File: src/rtl/lbpc_pkg.sv
package lbpc_pkg;

  localparam int NUM_LEDS_DEF  = 4;
  localparam int PIN_W         = 4;
  localparam int SEL_W         = 2;
  localparam int TOTAL_W       = 4;
  localparam int PHASE_W       = 3;
  localparam logic [PHASE_W-1:0] PHASE_LAST = 3'd5;
  localparam logic [PHASE_W-1:0] PHASE_SLOW_EDGE = 3'd2;

  typedef enum logic [1:0] {
    KIND_TICK  = 2'd0,
    KIND_SET   = 2'd1,
    KIND_BLINK = 2'd2
  } kind_t;

  typedef enum logic [1:0] {
    MODE_OFF  = 2'd0,
    MODE_ON   = 2'd1,
    MODE_SLOW = 2'd2,
    MODE_FAST = 2'd3
  } mode_t;

  // Command broadcast to every lane for the item being retired
  typedef struct packed {
    logic                 go;
    logic                 tick;
    logic                 set;
    logic                 blink_ok;
    logic [SEL_W-1:0]     sel;
    mode_t                mode;
    logic [TOTAL_W-1:0]   total;
    logic                 rep;
    logic [PHASE_W-1:0]   phase_cur;
    logic [PHASE_W-1:0]   phase_nxt;
  } lane_cmd_t;

  // Status returned by each lane
  typedef struct packed {
    logic busy_first;
    logic pin_nxt;
  } lane_stat_t;

  // Steady level of a mode at a given phase
  function automatic logic mode_level(mode_t m, logic [PHASE_W-1:0] ph);
    logic lvl;
    case (m)
      MODE_ON:   lvl = 1'b1;
      MODE_SLOW: lvl = (ph > PHASE_SLOW_EDGE);
      MODE_FAST: lvl = ph[0];
      default:   lvl = 1'b0;
    endcase
    return lvl;
  endfunction

endpackage

File: src/rtl/lbpc_if.sv
interface lbpc_in_if;
  logic                          valid;
  logic                          ready;
  logic [1:0]                    kind;
  logic [lbpc_pkg::SEL_W-1:0]    led_select;
  logic [1:0]                    mode;
  logic [lbpc_pkg::TOTAL_W-1:0]  pulse_total;
  logic                          repeat_burst;

  modport source (output valid, kind, led_select, mode, pulse_total, repeat_burst,
                  input ready);
  modport sink   (input valid, kind, led_select, mode, pulse_total, repeat_burst,
                  output ready);
endinterface

interface lbpc_out_if;
  logic                          valid;
  logic                          ready;
  logic [lbpc_pkg::PIN_W-1:0]    led_pins;
  logic                          accepted;

  modport source (output valid, led_pins, accepted, input ready);
  modport sink   (input valid, led_pins, accepted, output ready);
endinterface

File: src/rtl/led_blink_pattern_controller_core.sv
// Channel | dir | payload                                          | transfer
// in_ch   | in  | kind, led_select, mode, pulse_total, repeat_burst | valid & ready
// out_ch  | out | led_pins, accepted                               | valid & ready
//
// One item per cycle sustained while out_ch.ready holds; the result passes the input
// register, then all lanes update into the result register.
// The result register lets a new item enter while a finished result waits.
// rst_n is synchronous: phase zero, all modes off, no bursts, pins dark.
// A stalled result holds the input register; in_ch.ready drops only then.
module led_blink_pattern_controller_core #(
  parameter int NUM_LEDS = lbpc_pkg::NUM_LEDS_DEF
) (
  input  logic        clk,
  input  logic        rst_n,
  lbpc_in_if.sink     in_ch,
  lbpc_out_if.source  out_ch
);

  localparam int PIN_W = lbpc_pkg::PIN_W;

  // Input register
  logic                          stage_valid_r, stage_valid_nxt;
  lbpc_pkg::kind_t               kind_r;
  logic [lbpc_pkg::SEL_W-1:0]    sel_r;
  lbpc_pkg::mode_t               mode_r;
  logic [lbpc_pkg::TOTAL_W-1:0]  total_r;
  logic                          rep_r;

  // Result register
  logic                          out_valid_r, out_valid_nxt;
  logic [PIN_W-1:0]              led_pins_r;
  logic                          accepted_r;

  logic                          in_xfer;
  logic                          go;
  logic                          is_tick, is_set, is_blink;
  logic                          blink_ok;
  logic [lbpc_pkg::PHASE_W-1:0]  phase_cur, phase_nxt;
  lbpc_pkg::lane_cmd_t           cmd;
  lbpc_pkg::lane_stat_t          stat [NUM_LEDS];
  logic [NUM_LEDS-1:0]           busy_vec;
  logic [NUM_LEDS-1:0]           pin_vec;
  logic [NUM_LEDS+PIN_W-1:0]     busy_ext, pin_ext, have_ext;
  logic [PIN_W-1:0]              busy4, pin4, have4;

  assign go      = stage_valid_r && (!out_valid_r || out_ch.ready);
  assign in_xfer = in_ch.valid && in_ch.ready;
  assign in_ch.ready = !stage_valid_r || go;

  // Hold the item until the result side can take it
  always_comb begin
    stage_valid_nxt = stage_valid_r;
    if (in_xfer) begin
      stage_valid_nxt = 1'b1;
    end else if (go) begin
      stage_valid_nxt = 1'b0;
    end
  end

  always_ff @(posedge clk) begin
    if (!rst_n) begin
      stage_valid_r <= 1'b0;
    end else begin
      stage_valid_r <= stage_valid_nxt;
    end
  end

  always_ff @(posedge clk) begin
    if (in_xfer) begin
      kind_r  <= lbpc_pkg::kind_t'(in_ch.kind);
      sel_r   <= in_ch.led_select;
      mode_r  <= lbpc_pkg::mode_t'(in_ch.mode);
      total_r <= in_ch.pulse_total;
      rep_r   <= in_ch.repeat_burst;
    end
  end

  // Decode the item kind
  always_comb begin
    is_tick  = 1'b0;
    is_set   = 1'b0;
    is_blink = 1'b0;
    case (kind_r)
      lbpc_pkg::KIND_TICK:  is_tick  = 1'b1;
      lbpc_pkg::KIND_SET:   is_set   = 1'b1;
      lbpc_pkg::KIND_BLINK: is_blink = 1'b1;
      default: ;
    endcase
  end

  lbpc_phase u_phase (
    .clk       (clk),
    .rst_n     (rst_n),
    .adv       (go && is_tick),
    .phase_cur (phase_cur),
    .phase_nxt (phase_nxt)
  );

  // Gather lane status, padded so the low four LEDs are always addressable
  always_comb begin
    for (int i = 0; i < NUM_LEDS; i++) begin
      busy_vec[i] = stat[i].busy_first;
      pin_vec[i]  = stat[i].pin_nxt;
    end
  end

  assign busy_ext = {{PIN_W{1'b0}}, busy_vec};
  assign pin_ext  = {{PIN_W{1'b0}}, pin_vec};
  assign have_ext = {{PIN_W{1'b0}}, {NUM_LEDS{1'b1}}};
  assign busy4    = busy_ext[PIN_W-1:0];
  assign pin4     = pin_ext[PIN_W-1:0];
  assign have4    = have_ext[PIN_W-1:0];

  // Refuse a blink for a missing LED or one still in its first pass
  assign blink_ok = is_blink && have4[sel_r] && !busy4[sel_r];

  always_comb begin
    cmd           = '0;
    cmd.go        = go;
    cmd.tick      = is_tick;
    cmd.set       = is_set;
    cmd.blink_ok  = blink_ok;
    cmd.sel       = sel_r;
    cmd.mode      = mode_r;
    cmd.total     = total_r;
    cmd.rep       = rep_r;
    cmd.phase_cur = phase_cur;
    cmd.phase_nxt = phase_nxt;
  end

  for (genvar g = 0; g < NUM_LEDS; g++) begin : g_lane
    lbpc_lane #(.IDX(g)) u_lane (
      .clk  (clk),
      .rst_n(rst_n),
      .cmd  (cmd),
      .stat (stat[g])
    );
  end

  // Load a result on each retired item, drop it once transferred
  always_comb begin
    out_valid_nxt = out_valid_r;
    if (go) begin
      out_valid_nxt = 1'b1;
    end else if (out_ch.ready) begin
      out_valid_nxt = 1'b0;
    end
  end

  always_ff @(posedge clk) begin
    if (!rst_n) begin
      out_valid_r <= 1'b0;
    end else begin
      out_valid_r <= out_valid_nxt;
    end
  end

  always_ff @(posedge clk) begin
    if (go) begin
      led_pins_r <= pin4;
      accepted_r <= blink_ok || !is_blink;
    end
  end

  assign out_ch.valid    = out_valid_r;
  assign out_ch.led_pins = led_pins_r;
  assign out_ch.accepted = accepted_r;

  a_stall_only_when_full: assert property (@(posedge clk) disable iff (!rst_n)
    !in_ch.ready |-> stage_valid_r && out_valid_r)
    else $error("input stalled with room to spare");

  a_retire_gives_result: assert property (@(posedge clk) disable iff (!rst_n)
    go |=> out_valid_r)
    else $error("retired item produced no result");

  a_refusal_only_blink: assert property (@(posedge clk) disable iff (!rst_n)
    go && !is_blink |=> accepted_r)
    else $error("non-blink item refused");

endmodule

File: src/rtl/lbpc_phase.sv
module lbpc_phase (
  input  logic                           clk,
  input  logic                           rst_n,
  input  logic                           adv,
  output logic [lbpc_pkg::PHASE_W-1:0]   phase_cur,
  output logic [lbpc_pkg::PHASE_W-1:0]   phase_nxt
);

  logic [lbpc_pkg::PHASE_W-1:0] phase_r;

  // Advance on a tick, wrap after the last phase
  always_comb begin
    phase_nxt = phase_r;
    if (adv) begin
      if (phase_r >= lbpc_pkg::PHASE_LAST) begin
        phase_nxt = '0;
      end else begin
        phase_nxt = phase_r + 3'd1;
      end
    end
  end

  always_ff @(posedge clk) begin
    if (!rst_n) begin
      phase_r <= '0;
    end else begin
      phase_r <= phase_nxt;
    end
  end

  assign phase_cur = phase_r;

  a_phase_range: assert property (@(posedge clk) disable iff (!rst_n)
    phase_r <= lbpc_pkg::PHASE_LAST)
    else $error("phase left its range");

  a_phase_wrap: assert property (@(posedge clk) disable iff (!rst_n)
    adv && phase_r == lbpc_pkg::PHASE_LAST |=> phase_r == '0)
    else $error("phase did not wrap");

endmodule

File: src/rtl/lbpc_lane.sv
module lbpc_lane #(
  parameter int IDX = 0
) (
  input  logic                    clk,
  input  logic                    rst_n,
  input  lbpc_pkg::lane_cmd_t     cmd,
  output lbpc_pkg::lane_stat_t    stat
);

  lbpc_pkg::mode_t              mode_r,  mode_nxt;
  logic [lbpc_pkg::TOTAL_W-1:0] len_r,   len_nxt;
  logic [lbpc_pkg::TOTAL_W-1:0] pos_r,   pos_nxt;
  logic                         rep_r,   rep_nxt;
  logic                         first_r, first_nxt;
  logic                         pin_r,   pin_nxt;
  logic                         hit;

  assign hit = (int'(cmd.sel) == IDX);

  // Burst step on a tick, mode write on set, burst load on an accepted blink
  always_comb begin
    mode_nxt  = mode_r;
    len_nxt   = len_r;
    pos_nxt   = pos_r;
    rep_nxt   = rep_r;
    first_nxt = first_r;
    pin_nxt   = pin_r;
    if (cmd.go) begin
      if (cmd.tick && len_r != '0) begin
        if (cmd.phase_nxt[0]) begin
          if (pos_r < len_r) begin
            pin_nxt = 1'b1;
            pos_nxt = pos_r + 4'd1;
          end else begin
            pos_nxt   = '0;
            first_nxt = 1'b0;
            if (!rep_r) begin
              len_nxt = '0;
            end
          end
        end else begin
          pin_nxt = 1'b0;
        end
      end
      if (cmd.set && hit) begin
        rep_nxt  = 1'b0;
        mode_nxt = cmd.mode;
      end
      if (cmd.blink_ok && hit) begin
        pos_nxt   = '0;
        len_nxt   = cmd.total;
        first_nxt = 1'b1;
        rep_nxt   = cmd.rep;
      end
      // No burst: pin shows the mode at the new phase
      if (len_nxt == '0) begin
        pin_nxt = lbpc_pkg::mode_level(mode_nxt, cmd.phase_nxt);
      end
    end
  end

  always_ff @(posedge clk) begin
    if (!rst_n) begin
      mode_r  <= lbpc_pkg::MODE_OFF;
      len_r   <= '0;
      pos_r   <= '0;
      rep_r   <= 1'b0;
      first_r <= 1'b0;
      pin_r   <= 1'b0;
    end else begin
      mode_r  <= mode_nxt;
      len_r   <= len_nxt;
      pos_r   <= pos_nxt;
      rep_r   <= rep_nxt;
      first_r <= first_nxt;
      pin_r   <= pin_nxt;
    end
  end

  assign stat.busy_first = (len_r != '0) && first_r;
  assign stat.pin_nxt    = pin_nxt;

  a_pos_bound: assert property (@(posedge clk) disable iff (!rst_n)
    pos_r <= len_r)
    else $error("burst position past burst length");

  a_idle_follows_mode: assert property (@(posedge clk) disable iff (!rst_n)
    len_r == '0 |-> pin_r == lbpc_pkg::mode_level(mode_r, cmd.phase_cur))
    else $error("idle pin does not follow its mode");

  a_refused_keeps: assert property (@(posedge clk) disable iff (!rst_n)
    cmd.go && cmd.blink_ok && hit |=> first_r && len_r == $past(cmd.total))
    else $error("accepted blink not loaded");

endmodule

File: src/flat_wrapper.sv
// flat-port wrapper written by rule: the top's interface ports become plain ports
module led_blink_pattern_controller_core_flat 
#(
  parameter int NUM_LEDS = lbpc_pkg::NUM_LEDS_DEF
)
  (clk, rst_n, in_ch_valid, in_ch_kind, in_ch_led_select, in_ch_mode, in_ch_pulse_total, in_ch_repeat_burst, in_ch_ready, out_ch_valid, out_ch_led_pins, out_ch_accepted, out_ch_ready);
  lbpc_in_if in_ch_i ();
  lbpc_out_if out_ch_i ();
  input  logic clk;
  input  logic rst_n;
  input wire logic [$bits(in_ch_i.valid)-1:0] in_ch_valid;
  input wire logic [$bits(in_ch_i.kind)-1:0] in_ch_kind;
  input wire logic [$bits(in_ch_i.led_select)-1:0] in_ch_led_select;
  input wire logic [$bits(in_ch_i.mode)-1:0] in_ch_mode;
  input wire logic [$bits(in_ch_i.pulse_total)-1:0] in_ch_pulse_total;
  input wire logic [$bits(in_ch_i.repeat_burst)-1:0] in_ch_repeat_burst;
  output wire logic [$bits(in_ch_i.ready)-1:0] in_ch_ready;
  output wire logic [$bits(out_ch_i.valid)-1:0] out_ch_valid;
  output wire logic [$bits(out_ch_i.led_pins)-1:0] out_ch_led_pins;
  output wire logic [$bits(out_ch_i.accepted)-1:0] out_ch_accepted;
  input wire logic [$bits(out_ch_i.ready)-1:0] out_ch_ready;
  assign in_ch_i.valid = in_ch_valid;
  assign in_ch_i.kind = in_ch_kind;
  assign in_ch_i.led_select = in_ch_led_select;
  assign in_ch_i.mode = in_ch_mode;
  assign in_ch_i.pulse_total = in_ch_pulse_total;
  assign in_ch_i.repeat_burst = in_ch_repeat_burst;
  assign in_ch_ready = in_ch_i.ready;
  assign out_ch_valid = out_ch_i.valid;
  assign out_ch_led_pins = out_ch_i.led_pins;
  assign out_ch_accepted = out_ch_i.accepted;
  assign out_ch_i.ready = out_ch_ready;
  led_blink_pattern_controller_core #(.NUM_LEDS(NUM_LEDS)) u_core (.clk(clk), .rst_n(rst_n), .in_ch(in_ch_i), .out_ch(out_ch_i));
endmodule
File: config.mk
export PLATFORM = sky130hd
export DESIGN_NAME = led_blink_pattern_controller_core_flat
export DESIGN_NICKNAME = d
export VERILOG_FILES = /design/src/rtl/lbpc_pkg.sv /design/src/rtl/lbpc_if.sv /design/src/rtl/led_blink_pattern_controller_core.sv /design/src/rtl/lbpc_phase.sv /design/src/rtl/lbpc_lane.sv /design/src/flat_wrapper.sv
export SDC_FILE = /design/constraint.sdc
export NUM_CORES = 1
export LEC_CHECK = 0
export BUFFER_PORTS_ARGS = -buffer_cell sky130_fd_sc_hd__buf_2
export CORE_AREA = 4 4 99 101
export CTS_BUF_LIST = sky130_fd_sc_hd__clkbuf_8
export DETAILED_ROUTE_END_ITERATION = 10
export DIE_AREA = 0 0 103 105
export GPL_TIMING_DRIVEN = 0
export SYNTH_ARGS = -nofsm -noshare
export SYNTH_HDL_FRONTEND = slang
export SYNTH_SLANG_ARGS = --single-unit
File: constraint.sdc
create_clock -name clk -period 2.9 [get_ports clk]
set_input_delay 0.29 -clock clk [delete_from_list [all_inputs] [get_ports clk]]
set_output_delay 0.29 -clock clk [all_outputs]
set_load 0.02 [all_outputs]
==> impl_metrics.env, run 1 <==
export IMPL_status="finished, final reports clean"
export IMPL_worstPathCellList="or2_1 > nor3_4 > mux2_2 > buf_1 > or3_1 > nand4_1 > nand3_1"
export IMPL_power_density_nw_per_um2=447.3
export IMPL_synth_top_area_share_pct=29.26
export IMPL_drive_above_1_share_pct=11.11
export IMPL_netlist_top_cell_by_area="dfxtp_1"
export IMPL_drt_met1_wl_mm=4.789
export IMPL_rsz0062_at_grt="no"
export IMPL_period_needed_ns=2.798
export IMPL_setup_slack_ns=0.1017
export IMPL_nNetsFinal=505
export IMPL_r2r_start="u_core.kind_r[1]"
export IMPL_syn_to_final_growth_pct=10.49
export IMPL_netlist_area_sq_um=3900
export IMPL_overflow=0
export IMPL_fin_area_sq_um=4309
export IMPL_finalSetupViolCount=0
export IMPL_grt_pass1_wl_mm=16.86
export IMPL_max_freq_mhz=357.4
export IMPL_grt_usage_pct=20.00
export IMPL_initialDrtViolationCount=260
export IMPL_r2r_cells=7
export IMPL_fin_setup_tns_ns=0
export IMPL_synth_area_top_cells="dfxtp_1, edfxtp_1, a21oi_1, ha_1, o21ai_0"
export IMPL_ys_top_cells_by_count="a21oi_1, dfxtp_1, o21ai_0"
export IMPL_cts_sinks=73
export IMPL_final_antenna_net_count=0
export IMPL_antenna_found_initial=0
export IMPL_ys_seq_elements=73
export IMPL_worstMarginPinSlew_ns=0.9590
export IMPL_detail_route_wl_per_cell_microns=17.38
export IMPL_synth_seq_area_share_pct=41.58
export IMPL_syn_inst=440
export IMPL_n_antenna_cell=0
export IMPL_dr_wl_met2_mm=4.852
export IMPL_vias_per_cell=5.888
export IMPL_r2r_end="u_core.out_ch.led_pins[3]"
export IMPL_dr_pass1_iters=5
export IMPL_die_x_microns=103
export IMPL_post_route_drc_count=0
export IMPL_holdPathEnd="u_core.total_r[0]"
export IMPL_synth_main_ff_cell="dfxtp_1"
export IMPL_power_total_mw=1.927
export IMPL_cts_buffers=9
export IMPL_critPathMaxStageDelay_ns=0.53
export IMPL_cts_max_level=3
export IMPL_fin_cells=588
export IMPL_wl_met3_microns=405
export IMPL_worstHoldStart="in_ch_pulse_total[0]"
export IMPL_period_share_pct=96.49
export IMPL_synth_cell_types=61
export IMPL_synth_edff_count=16
export IMPL_fp_dieH_microns=105
export IMPL_clk_latency_ns=0.35
export IMPL_ios=22
export IMPL_endpoint_kind="flop"
export IMPL_dieArea_sq_um=10820
export IMPL_vias=3462
export IMPL_final_util_pct=47.77
export IMPL_synth_nets=473
export IMPL_worstPathRequired_ns=3.00
export IMPL_cp_slowest_cell="edfxtp_1"
export IMPL_placed_area_sq_um=4144
export IMPL_synth_area_per_cell_sq_um=8.864
export IMPL_critical_path_max_fanout=10
export IMPL_rrSetupSlack_ns=0.10
export IMPL_dp_cells=572
export IMPL_path_delay_family="simple AND/OR/NAND/NOR gates"
export IMPL_holdWs_ns=0.1098
export IMPL_crit_arrival_ns=2.90
export IMPL_maxCapViolCount=0
export IMPL_slew_headroom_pct=36.07
export IMPL_clkTransAtPathRegs_ns=0.08
export IMPL_port_buffers=21
export IMPL_path_buf_inv=1
export IMPL_min_path_cells=1
export IMPL_dpl_hpwl_mm=7.498
export IMPL_clockBufferDepth=2
export IMPL_synth_most_common_cell="a21oi_1"
export IMPL_path_class="reg -> reg"
export IMPL_cts_root_buf="clkbuf_8"
export IMPL_yosysWarnings=0
export IMPL_highest_layer="met4"
export IMPL_hold_path_class="in -> reg"
export IMPL_routed_wl_mm=10.22
export IMPL_clock_skew_ns=0.008317
export IMPL_grt_max_degree=15
export IMPL_rows=35
export IMPL_ir_worst_vdd_v=0.0003053
export IMPL_place_ws_ns=-0.06970
export IMPL_start_util_pct=43.23
export IMPL_leakage_nw=1.492
export IMPL_cts_tree="yes"
export IMPL_coreArea_sq_um=9021
export IMPL_grt_pass1_vias=3259
export IMPL_gp_congestion=0.9011
export IMPL_hold_violations=0
export IMPL_slew_violations=0
export IMPL_synthArstFlopShare_pct=0
export IMPL_cts_setup_buffers=0
export IMPL_crit_path_start_kind="flop"
registers in the layout, summed over array words and instances (netlist names), 4 cells and up:
register / count
u_core.g_lane.u_lane.len_r: 16
u_core.g_lane.u_lane.pos_r: 16
u_core.g_lane.u_lane.mode_r: 8
u_core.g_lane.u_lane.first_r: 4
u_core.g_lane.u_lane.pin_r: 4
u_core.g_lane.u_lane.rep_r: 4
u_core.out_ch.led_pins: 4
u_core.total_r: 4
logic make-up after synthesis:
kind of cell | after synthesis | share of synthesized area, %
mux | 17 | 4.748
flops | 73 | 41.58
buf+inv | 39 | 3.978
compound gates | 147 | 23.36
xor+xnor | 3 | 0.6738
fa+ha+maj | 18 | 5.775
simple gates | 143 | 19.89
layer usage:
layer	GRT usage, %	vias up
met2	31.53	83
met1	28.03	1664
li1	-	1703
met3	3.872	12
met5	0	-
met4	4.810	0
power by group:
group | switching, mW | internal (mW) | total [mW]
Sequential | 0.0234 | 1.06 | 1.08
Clock | 0.380 | 0.295 | 0.675
Combinational | 0.118 | 0.0509 | 0.169
cells in the final DEF, fill, tap and decap left out, types with 7 or more instances in the layout:
cell type,instances
clkbuf_8,9
o21a_1,7
a31oi_1,11
ha_1,18
inv_1,23
nor2_1,28
mux2i_1,14
and2_1,7
nand3_1,13
buf_2,22
nand2_1,38
o21ai_0,38
dfxtp_1,57
edfxtp_1,16
clkbuf_1,15
or3_1,9
a21oi_1,58
worst max-delay path by stage:
stage	from	to	slack (ns)	cells after the start
detailed placement	u_core.u_phase.phase_cur[1]	u_core.out_ch.led_pins[3]	-0.07	8
CTS	u_core.u_phase.phase_cur[1]	u_core.g_lane[0].u_lane.pos_r[2]	0.09	9
floorplan	u_core.kind_r[1]	u_core.out_ch.led_pins[3]	0.52	7
finish	u_core.kind_r[1]	u_core.out_ch.led_pins[3]	0.10	7
global route	u_core.kind_r[1]	u_core.out_ch.led_pins[3]	0.002	7
global placement	u_core.u_phase.phase_cur[1]	u_core.out_ch.led_pins[3]	-0.03	8
timing repair:
| action | 4_1_cts | 5_1_grt |
|---|---|---|
| endpoints found under the setup margin | 5 | 5 |
| hold buffers | 0 | 0 |
| resized for setup | 1 | 2 |
final cells by class:
cell class / instances / area (sq um)
clock buffers: 9 / 123.9
plain buffers: 18 / 76.32
flip-flops and latches: 73 / 1622
clock inverters: 7 / 31.28
inverters: 21 / 78.83
repair buffers: 21 / 105.1
multi-input cells: 328 / 2133
well taps: 111 / 138.9
fillers: 907 / 4712
Power figures use the tool's default switching activity.
==> run 2, diff against run 1 <==
- ABC_CLOCK_PERIOD_IN_PS: default -> 2900
- CORE_AREA: 4 4 99 101 -> 4 4 101 103
- DIE_AREA: 0 0 103 105 -> 0 0 105 107
- SYNTH_HIERARCHICAL: default -> 1
==> impl_metrics.env, run 2 <==
export IMPL_status="finished, final reports clean"
export IMPL_grtUsageMet2_pct=28.41
export IMPL_cts_max_level=3
export IMPL_cts_root_buf="clkbuf_8"
export IMPL_ys_seq_elements=73
export IMPL_post_route_drc_count=0
export IMPL_port_buffers=21
export IMPL_drive_above_1_share_pct=26.06
export IMPL_hold_violations=0
export IMPL_syn_inst=422
export IMPL_clockBufferDepth=2
export IMPL_final_antenna_net_count=0
export IMPL_grt_pass1_vias=3276
export IMPL_crit_arrival_ns=3.14
export IMPL_overflow=0
export IMPL_path_delay_family="simple AND/OR/NAND/NOR gates"
export IMPL_dpl_hpwl_mm=6.354
export IMPL_ir_worst_vdd_v=0.0002469
export IMPL_p_int_mw=1.590
export IMPL_dr_pass1_iters=4
export IMPL_worstPathCellList="nor4_4 > nor2b_1 > mux4_2 > nor3b_4 > nor3b_4 > buf_6 > buf_12 > o21ai_4 > or3_1 > a21oi_1"
export IMPL_cts_sinks=73
export IMPL_leakage_nw=1.688
export IMPL_layout_common_cells="dfxtp_1, nand2_1, buf_2, inv_1, nand3_1"
export IMPL_period_needed_ns=2.858
export IMPL_busiest_layer="met2"
export IMPL_clk_latency_ns=0.35
export IMPL_max_freq_mhz=349.9
export IMPL_hold_path_class="in -> reg"
export IMPL_synth_seq_area_share_pct=39.56
export IMPL_p_sw_mw=0.5117
export IMPL_grt_usage_pct=17.71
export IMPL_worstPathRequired_ns=3.18
export IMPL_synth_edff_count=16
export IMPL_path_class="reg -> reg"
export IMPL_rsz0062_at_grt="yes"
export IMPL_path_common_cell="nor3b_4"
export IMPL_period_share_pct=98.54
export IMPL_clkPwrFrac_pct=40.7
export IMPL_switching_share_pct=24.34
export IMPL_pwr_share_comb_pct=7.6
export IMPL_ys_top_cells_by_count="dfxtp_1, nand2_1, nand3_1"
export IMPL_n_antenna_cell=0
export IMPL_p_seq_share_pct=51.7
export IMPL_synth_cell_types=62
export IMPL_initialDrtViolationCount=103
export IMPL_final_util_pct=53.05
export IMPL_die_x_microns=105
export IMPL_synthArstFlopShare_pct=0
export IMPL_synth_area_per_cell_sq_um=9.713
export IMPL_power_total_mw=2.102
export IMPL_endpoint_kind="flop"
export IMPL_rows=35
export IMPL_cts_tree="yes"
export IMPL_detail_route_wl_per_cell_microns=16.66
export IMPL_holdBufCountCts=0
export IMPL_netlist_top_cell_by_area="dfxtp_1"
export IMPL_slew_violations=0
export IMPL_grt_max_degree=32
export IMPL_final_common_cell="dfxtp_1"
export IMPL_synth_most_common_cell="dfxtp_1"
export IMPL_crit_path_start_kind="flop"
export IMPL_synth_main_ff_cell="dfxtp_1"
export IMPL_path_buf_inv=2
export IMPL_antenna_found_initial=0
export IMPL_synth_area_top_cells="dfxtp_1, edfxtp_1, ha_1, a32o_1, nand2_1"
export IMPL_fp_dieH_microns=107
export IMPL_synth_nets=455
export IMPL_cts_buffers=9
export IMPL_critPathMaxStageDelay_ns=0.51
export IMPL_nNetsFinal=500
export IMPL_gp_congestion=0.7914
export IMPL_ios=22
export IMPL_vias=3422
export IMPL_dieArea_sq_um=11240
export IMPL_clock_skew_ns=0.009955
export IMPL_vias_per_cell=5.870
export IMPL_grt_util_met3_pct=4.154
export IMPL_cp_slowest_cell="mux4_2"
export IMPL_finalSetupViolCount=0
export IMPL_fin_setup_tns_ns=0
export IMPL_critical_path_max_fanout=7
export IMPL_power_density_nw_per_um2=430.9
export IMPL_grt_pass1_wl_mm=16.01
export IMPL_top_regs="u_core/g_lane.u_lane/len_r: 16 flops, u_core/g_lane.u_lane/pos_r: 16 flops, u_core/g_lane.u_lane/mode_r: 8 flops"
export IMPL_maxCapViolCount=0
export IMPL_worstMarginPinSlew_ns=1.025
export IMPL_slew_headroom_pct=31.50
export IMPL_clkTransAtPathRegs_ns=0.08
export IMPL_holdWs_ns=0.1122
export IMPL_yosysWarnings=6
export IMPL_start_util_pct=44.57
export IMPL_syn_to_final_growth_pct=19.02
export IMPL_grt_util_met1_pct=23.24
export IMPL_coreArea_sq_um=9196
export IMPL_place_ws_ns=-0.9402
export IMPL_synth_top_area_share_pct=27.84
export IMPL_setup_slack_ns=0.04244
export IMPL_routed_wl_mm=9.711
export IMPL_netlist_area_sq_um=4099
run 2: path summary, 6_finish.rpt:
check | start | to | slack (ns) | cells past startpoint
worst min-delay path | in_ch_kind[0] | u_core/kind_r[0] | 0.11 | 1
worst max register to register | u_core/g_lane[1].u_lane/len_r[1] | u_core/g_lane[0].u_lane/pos_r[0] | 0.04 | 10
worst max-delay path | u_core/g_lane[1].u_lane/len_r[1] | u_core/g_lane[0].u_lane/pos_r[0] | 0.04 | 10
worst min register to register | u_core/g_lane[3].u_lane/mode_r[0] | u_core/g_lane[3].u_lane/mode_r[0] | 0.45 | 2
run 2: per-layer routing:
layer  up-vias  routed length (microns)
met5         -                        0
li1       1692                        -
met3        21                      424
met4         0                      255
met1      1630                     4479
met2        79                     4551
run 2: stage by stage:
stage                     instance area [sq um]  cells
after global placement                     4358    554
after CTS                                  4718    577
after floorplan                            4114    422
after global routing                       4878    583
final                                      4878    583
after detailed placement                   4375    555
run 2: kinds of logic after synthesis:
kind of cell / after synthesis / synth area share, %
AO/OA/AOI/OAI: 113 / 22.77
XOR/XNOR: 1 / 0.2137
adder cells (fa/ha/maj): 18 / 5.495
buffers and inverters: 39 / 4.426
flip-flops: 73 / 39.56
multiplexers: 13 / 3.480
AND/OR/NAND/NOR: 165 / 24.05
run 2: timing repair:
| item | in CTS | in global routing |
|---|---|---|
| buffers inserted | 6 | 11 |
| setup endpoints to repair | 44 | 34 |
| pin swaps | 10 | 29 |
| resized for setup | 17 | 27 |
run 2: layout make-up:
type / count / area (sq um)
Clock buffer: 12 / 165.2
Tap cell: 111 / 138.9
Timing Repair Buffer: 39 / 267.8
Sequential cell: 73 / 1627
Buffer: 10 / 56.30
Clock inverter: 4 / 48.80
Fill cell: 845 / 4318
Inverter: 24 / 90.09
Multi-Input combinational cell: 310 / 2485
run 2: power by group through the flow:
stage	clock network [mW]	registers, mW	logic (mW)
floorplan	0	1.10	0.0839
global placement	0	1.11	0.128
detailed placement	0	1.11	0.132
CTS	0.884	1.09	0.141
global route	0.931	1.09	0.174
finish	0.856	1.09	0.160
==> run 3, diff against run 2 <==
==> constraint.sdc (replaced) <==
create_clock -name clk -period 2.9 [get_ports clk]
set_input_delay 0.145 -clock clk [delete_from_list [all_inputs] [get_ports clk]]
set_output_delay 0.145 -clock clk [all_outputs]
set_load 0.02 [all_outputs]
==> impl_metrics.env, run 3 (synthesis results as in run 2) <==
export IMPL_status="finished, final reports clean"
export IMPL_finalSetupViolCount=0
export IMPL_path_class="reg -> reg"
export IMPL_crit_arrival_ns=3.13
export IMPL_ir_worst_vdd_v=0.0002466
export IMPL_crit_path_start_kind="flop"
export IMPL_hold_path_class="in -> reg"
export IMPL_slew_violations=0
export IMPL_top_regs="u_core/g_lane.u_lane/len_r: 16 flops, u_core/g_lane.u_lane/pos_r: 16 flops, u_core/g_lane.u_lane/mode_r: 8 flops"
export IMPL_die_x_microns=105
export IMPL_coreArea_sq_um=9196
export IMPL_ios=22
export IMPL_max_freq_mhz=350.8
export IMPL_grt_usage_pct=17.88
export IMPL_power_density_nw_per_um2=423.8
export IMPL_port_buffers=21
export IMPL_endpoint_kind="flop"
export IMPL_clkTransAtPathRegs_ns=0.08
export IMPL_clock_skew_ns=0.007927
export IMPL_grt_pass1_vias=3330
export IMPL_antenna_found_initial=0
export IMPL_worstMarginPinSlew_ns=1.019
export IMPL_final_antenna_net_count=0
export IMPL_vias_per_cell=5.891
export IMPL_final_common_cell="dfxtp_1"
export IMPL_fin_area_sq_um=4989
export IMPL_initialDrtViolationCount=119
export IMPL_critical_path_max_fanout=7
export IMPL_fin_cells=594
export IMPL_nNetsFinal=511
export IMPL_cts_root_buf="clkbuf_8"
export IMPL_layout_common_cells="dfxtp_1, nand2_1, buf_2, inv_1, nand3_1"
export IMPL_leakage_nw=1.734
export IMPL_cts_max_level=3
export IMPL_vias=3499
export IMPL_rsz0062_at_grt="yes"
export IMPL_dp_cells=555
export IMPL_clockBufferDepth=2
export IMPL_n_antenna_cell=0
export IMPL_dpl_hpwl_mm=6.354
export IMPL_dieArea_sq_um=11240
export IMPL_grt_pass1_wl_mm=16.17
export IMPL_maxCapViolCount=0
export IMPL_post_route_drc_count=0
export IMPL_rows=35
export IMPL_period_needed_ns=2.851
export IMPL_routed_wl_mm=9.838
export IMPL_cts_buffers=9
export IMPL_cts_sinks=73
export IMPL_dr_pass1_iters=5
export IMPL_grt_max_degree=32
export IMPL_worstPathRequired_ns=3.18
export IMPL_syn_to_final_growth_pct=21.70
export IMPL_hold_violations=0
export IMPL_detail_route_wl_per_cell_microns=16.56
export IMPL_clk_latency_ns=0.35
export IMPL_fin_setup_tns_ns=0
export IMPL_overflow=0
export IMPL_gp_congestion=0.7914
export IMPL_period_share_pct=98.29
export IMPL_slew_headroom_pct=31.95
export IMPL_final_util_pct=54.24
export IMPL_placed_area_sq_um=4375
export IMPL_cts_tree="yes"
export IMPL_n_fill_cell=834
export IMPL_start_util_pct=44.57
export IMPL_drive_above_1_share_pct=25.47
export IMPL_fp_dieH_microns=107
[run 3: changes by cell type in the layout (fill, tap and decap cells not counted), sizes merged]
cell	delta
dlygate4sd3	+11
[run 3: power by group]
part | internal [mW] | switching, mW
sequential | 1.06 | 0.0303
combinational | 0.0756 | 0.0958
clock | 0.468 | 0.388
total | 1.60 | 0.514
[run 3: final cells by class]
class / instances / area [sq um] / area share (%)
clock buffers: 12 / 165.2 / 3.311
repair buffers: 50 / 377.9 / 7.575
multi-input cells: 310 / 2485 / 49.81
well taps: 111 / 138.9 / 2.784
plain buffers: 10 / 56.30 / 1.129
flip-flops and latches: 73 / 1627 / 32.61
inverters: 24 / 90.09 / 1.806
clock inverters: 4 / 48.80 / 0.9782
[run 3: what timing repair did]
action,4_1_cts,5_1_grt
endpoints found under the hold margin,11,0
hold buffers,11,0
setup endpoints to repair,44,34
setup buffers,6,11
pin swaps,10,29
gates resized for setup,17,27
[run 3: worst paths after layout]
path	start	slack, ns	cells past startpoint	endpoint
setup / recovery	u_core/g_lane[1].u_lane/len_r[1]	0.05	10	u_core/g_lane[0].u_lane/pos_r[0]
hold / removal	in_ch_valid	0.02	2	u_core/stage_valid_r
setup reg to reg	u_core/g_lane[1].u_lane/len_r[1]	0.05	10	u_core/g_lane[0].u_lane/pos_r[0]
hold reg to reg	u_core/g_lane[3].u_lane/mode_r[0]	0.46	2	u_core/g_lane[3].u_lane/mode_r[0]
[run 3: layer usage]
layer	GRT usage [%]	vias up	share of wire (%)	wire length [microns]
li1	-	1716	-	-
met1	23.48	1681	47	4631
met2	28.92	84	47	4621
met3	3.913	18	3.8	374
met4	6.654	0	2.1	211
met5	0	-	0	0
[run 3: stage by stage]
step	hold slack, ns	setup WS, ns	power (mW)
floorplan	0.2439	0.005789	1.183
global placement	0.3212	-0.9600	1.236
detailed placement	0.3231	-0.9402	1.240
CTS	0.0001099	0.006857	2.121
global route	0.006972	-0.1401	2.204
finish	0.01565	0.04949	2.114
[run 3: worst max-delay path, cell delays in order (launching register included)]
cell	delay [ns]
dfxtp_1	0.35
nor4_4	0.43
nor2b_1	0.11
mux4_2	0.51
nor3b_4	0.26
nor3b_4	0.29
buf_6	0.16
buf_12	0.10
o21ai_4	0.07
or3_1	0.39
a21oi_1	0.12
